`src/rtl/core/occupancy_summed_area_box_query_macros.svh`:
```
// assertion macros shared by the occupancy grid block
// no dependencies; expects clk_i and rst_ni in the including module
`ifndef OCCUPANCY_SUMMED_AREA_BOX_QUERY_MACROS_SVH
`define OCCUPANCY_SUMMED_AREA_BOX_QUERY_MACROS_SVH

// same-cycle implication
`define OSABQ_ASSERT_IMPL(lbl, ante, cons, msg) \
  lbl: assert property (@(posedge clk_i) disable iff (!rst_ni) (ante) |-> (cons)) \
    else $error(msg);

// next-cycle implication
`define OSABQ_ASSERT_NEXT(lbl, ante, cons, msg) \
  lbl: assert property (@(posedge clk_i) disable iff (!rst_ni) (ante) |=> (cons)) \
    else $error(msg);

`endif

```
`src/rtl/core/osabq_pkg.sv`:
```
// types and constants for the occupancy grid box query block
// no dependencies
package osabq_pkg;

  localparam int CNT_W     = 17;
  localparam int CFG_W     = 9;
  localparam int CRD_W     = 8;
  localparam int CFG_IDX_W = 1;

  localparam logic [CFG_IDX_W-1:0] CFG_COLS = 1'b0;
  localparam logic [CFG_IDX_W-1:0] CFG_ROWS = 1'b1;

  typedef enum logic [1:0] {
    MODE_CLEAR = 2'd0,
    MODE_MARK  = 2'd1,
    MODE_BUILD = 2'd2,
    MODE_QUERY = 2'd3
  } mode_e;

  typedef enum logic [5:0] {
    S_IDLE   = 6'b000001,
    S_CLEAR  = 6'b000010,
    S_MARK   = 6'b000100,
    S_BUILD  = 6'b001000,
    S_QUERY  = 6'b010000,
    S_RESULT = 6'b100000
  } state_e;

  typedef struct packed {
    mode_e            mode;
    logic [CRD_W-1:0] cell_x;
    logic [CRD_W-1:0] cell_y;
    logic [CRD_W-1:0] box_min_x;
    logic [CRD_W-1:0] box_min_y;
    logic [CRD_W-1:0] box_max_x;
    logic [CRD_W-1:0] box_max_y;
  } in_t;

  typedef struct packed {
    logic             box_empty;
    logic [CNT_W-1:0] occupied_count;
  } out_t;

  // control of the shared accumulate unit
  typedef struct packed {
    logic clr;
    logic en;
    logic sub;
  } acc_ctrl_t;

endpackage

```
`src/rtl/core/osabq_acc.sv`:
```
// shared add/subtract accumulator for build and query
// depends on osabq_pkg
module osabq_acc import osabq_pkg::*; (
  input  logic             clk_i,
  input  acc_ctrl_t        ctrl_i,
  input  logic [CNT_W-1:0] opnd_i,
  output logic [CNT_W-1:0] acc_o
);

  logic [CNT_W-1:0] acc_q, acc_d;

  // arithmetic wraps at the count width
  always_comb begin
    acc_d = acc_q;
    if (ctrl_i.clr) begin
      acc_d = '0;
    end else if (ctrl_i.en) begin
      acc_d = ctrl_i.sub ? (acc_q - opnd_i) : (acc_q + opnd_i);
    end
  end

  always_ff @(posedge clk_i) begin
    acc_q <= acc_d;
  end

  assign acc_o = acc_q;

endmodule

```
`config.mk`:
```
export PLATFORM = sky130hd
export DESIGN_NAME = osabq_acc
export DESIGN_NICKNAME = d
export VERILOG_FILES = /design/src/rtl/core/occupancy_summed_area_box_query_macros.svh /design/src/rtl/core/osabq_pkg.sv /design/src/rtl/core/osabq_acc.sv
export SDC_FILE = /design/constraint.sdc
export NUM_CORES = 1
export LEC_CHECK = 0
export BUFFER_PORTS_ARGS = -buffer_cell sky130_fd_sc_hd__buf_2
export CAP_MARGIN = 25
export CORE_MARGIN = 3
export CORE_UTILIZATION = 30
export CTS_CLUSTER_SIZE = 14
export DETAILED_ROUTE_END_ITERATION = 8
export HOLD_SLACK_MARGIN = 0.03
export PLACE_DENSITY_LB_ADDON = 0.2
export SYNTH_ARGS = -nofsm -noshare
export SYNTH_HDL_FRONTEND = slang
export SYNTH_SLANG_ARGS = --single-unit
```
`constraint.sdc`:
```
create_clock -name clk_i -period 5.4 [get_ports clk_i]
set_input_delay 0.27 -clock clk_i [delete_from_list [all_inputs] [get_ports clk_i]]
set_output_delay 0.27 -clock clk_i [all_outputs]
set_load 0.01 [all_outputs]
```
==> results.toml <==
[outcome]
outcome = "finished clean"

[finish]
drive_gt1_share_pct = 16.85
layout-area-overhead-vs-synth_pct = 15.96
nNetsFinal = 313
largest_register_ffs = 17
antennaDiodeCount = 0
postLayoutCoreUtil_pct = 36.90
num-fill-cells = 615

[sta]
fin_crit_ns = 3.100
fin_setup_tns_ns = 0
rsz0062_at_grt = "no"
hold_viol = 0
setup_ws_ns = 2.300
clock-skew-final_ns = 0.002400
max_clock_freq_mhz = 322.6
report.final.slew_viol_count = 0
finalCritPeriodShare_pct = 57.40
slew_headroom_pct = 65.69
tightest_slew_ns = 0.5141
setup_viol = 0

[floorplan]
die_w_um = 83.36
die_area_um2 = 6949
row_count = 27
ios = 38
coreArea_um2 = 5642
chipHeight_um = 83.36
initial_core_util_pct = 31.83

[clock_tree]
cts_tree = "done"
cts_buffers = 3
insertion_delay_ns = 0.26
htree_num_levels = 1
ctsHoldBuffers = 0
cts_sinks = 17
cts_resized = 0
clkTransAtPathRegs_ns = 0.07
post_cts_buffers = 0
cts_buffer_depth = 2
cts_root_buffer = "clkbuf_8"

[grt]
grt_max_degree = 23
grt_overflow = 0
grt_pass1_wl_mm = 7.997
antenna_found_initial = 0
grt_use_total_pct = 13.62
first_global_vias = 1734

[worst_hold_path]
hold_depth = 3
hold_path_startpoint = "opnd_i[0]"
hold_class = "in2reg"

[synth]
netlist_area_um2 = 1795
synth_nets = 279
synth_top_family_by_area = "compound AO/OA/AOI/OAI gates"
yosys.area_share.xor_xnor_pct = 9.268
synth_flop_cell = "dfxtp_1"
synth_edf_count = 0
synth_simple_gate_area_share_pct = 24.53
postSynthAreaPerCell_um2 = 7.481
ys_ff_latch = 17
synth.area.mux_share_pct = 3.972
synth.distinct_cells = 48
synth_fa_ha_area_share_pct = 12.96
syn_inst = 240
yosysWarningCount = 0
synth_compound_area_share_pct = 25.64
async_reset_ff_share_pct = 0
synth_seq_area_share_pct = 18.95

[routing]
drt_iter0_drc = 83
num_vias = 1798
first_pass_iters = 4
drc = 0
routed_via_density = 5.212
drt-total-wl_mm = 4.706
wl_per_cell_um = 13.64
postRouteAntennaNets = 0

[placement]
port_buffers = 37
gp_congestion = 0.8133
place_worst_setup_slack_ns = 2.065
detailed_place_hpwl_mm = 3.693

[worst_setup_path]
start_kind = "primary input"
slowest_stage = "nor3_1"
critPathKind = "in2reg"
cp.arrival_ns = 3.26
path_cells = "buf_2, or3_1, nor3_1, a21oi_1, xnor2_1, ha_1, and4_1, o211a_1, o21ai_0, a31oi_1, mux2_2, a31o_2"
startpoint = "opnd_i[4]"
reg2reg_from = "acc_o[0]"
critPathMaxStageDelay_ns = 0.41
worstPathRequired_ns = 5.56
critPathMaxFanout = 6
crit_path_end_kind = "flop"
r2r_cells = 10

[power_and_ir_drop]
total_power_mw = 0.6305
p_leak_nw = 0.9899
cellPowerDensity_nw_per_um2 = 302.8
ir_drop_uv = 198.0

[run]
cap_violations = 0
[layer usage]
metal	track usage (%)	up-vias	routed length, um
met2	23.98	43	2275
met5	0	-	0
met3	2.976	6	228
met4	1.783	0	51
met1	17.36	796	2151
li1	-	953	-
[power breakdown]
part | switching, mW | internal (mW)
clock network | 0.0498 | 0.0513
logic | 0.202 | 0.153
registers | 0.0222 | 0.152
total | 0.274 | 0.356
[layout make-up]
class	count	area [um^2]	share of cell area (%)
Timing Repair Buffer	37	185.2	8.894
Multi-Input combinational cell	202	1371	65.87
Clock buffer	3	41.29	1.983
Clock inverter	1	5.005	0.2404
Sequential cell	17	340.3	16.35
Inverter	13	48.80	2.344
Tap cell	72	90.09	4.327
[kinds of logic after synthesis]
logic type,after synthesis
DFF,17
muxes,7
adders and majority gates,18
buffers and inverters,21
AOI/OAI and AO/OA,72
and+or+nand+nor,86
xor gates and xnor gates,19
[final timing paths]
check,endpoint,slack (ns)
min reg2reg,acc_o[5],0.49
max reg2reg,acc_o[16],2.86
max,acc_o[14],2.30
min,acc_o[0],0.37
[cell usage after synthesis, types with 2 or more instances]
library cell / instances / area share [%]
a21oi_1: 23 / 6.4
nand2_1: 22 / 4.6
nor2_1: 22 / 4.6
dfxtp_1: 17 / 19
ha_1: 17 / 12
xnor2_1: 15 / 7.3
inv_1: 13 / 2.7
o21ai_0: 12 / 3.3
nor3_1: 11 / 3.1
a31oi_1: 8 / 2.8
mux2i_1: 6 / 3.3
a21o_1: 5 / 2.1
clkbuf_1: 5 / 1.0
nand3_1: 5 / 1.4
a211oi_1: 4 / 1.7
and3_1: 4 / 1.4
or3_1: 4 / 1.4
xor2_1: 4 / 2.0
nand3b_1: 3 / 1.3
o211a_1: 3 / 1.7
o211ai_1: 3 / 1.3
o21a_1: 3 / 1.3
and4_1: 2 / 0.98
nand4_1: 2 / 0.70
nor4_1: 2 / 0.70
o221ai_1: 2 / 0.98
or4_1: 2 / 0.84
[layout by cell type, fill, tap and decap left out, drive strengths merged, types with 6 or more instances in the layout]
cell type,Yosys,final
nor2,22,22
nand2,22,22
a21oi,23,23
nor3,11,11
inv,13,13
ha,17,17
o21ai,13,13
xnor2,15,15
buf,3,37
a31oi,8,8
mux2i,6,6
dfxtp,17,17
[worst max-delay path: cells and delay by family]
| kind | cells | cell delay, ns |
|---|---|---|
| AND/OR/NAND/NOR | 3 | 1.05 |
| AO/OA/AOI/OAI | 5 | 0.88 |
| adder cells (fa/ha/maj) | 1 | 0.40 |
| multiplexers | 1 | 0.36 |
| XOR/XNOR | 1 | 0.18 |
| buffers and inverters | 1 | 0.12 |
[stage by stage]
step / instance area, um^2 / hold slack [ns] / std cells
after global routing: 2082 / 0.3933 / 345
after global placement: 2036 / 0.4773 / 341
after detailed placement: 2036 / 0.4785 / 341
after CTS: 2082 / 0.3691 / 345
final: 2082 / 0.3740 / 345
after floorplan: 1795 / 0.4688 / 240
No activity file was read; power rests on OpenSTA's default activity.
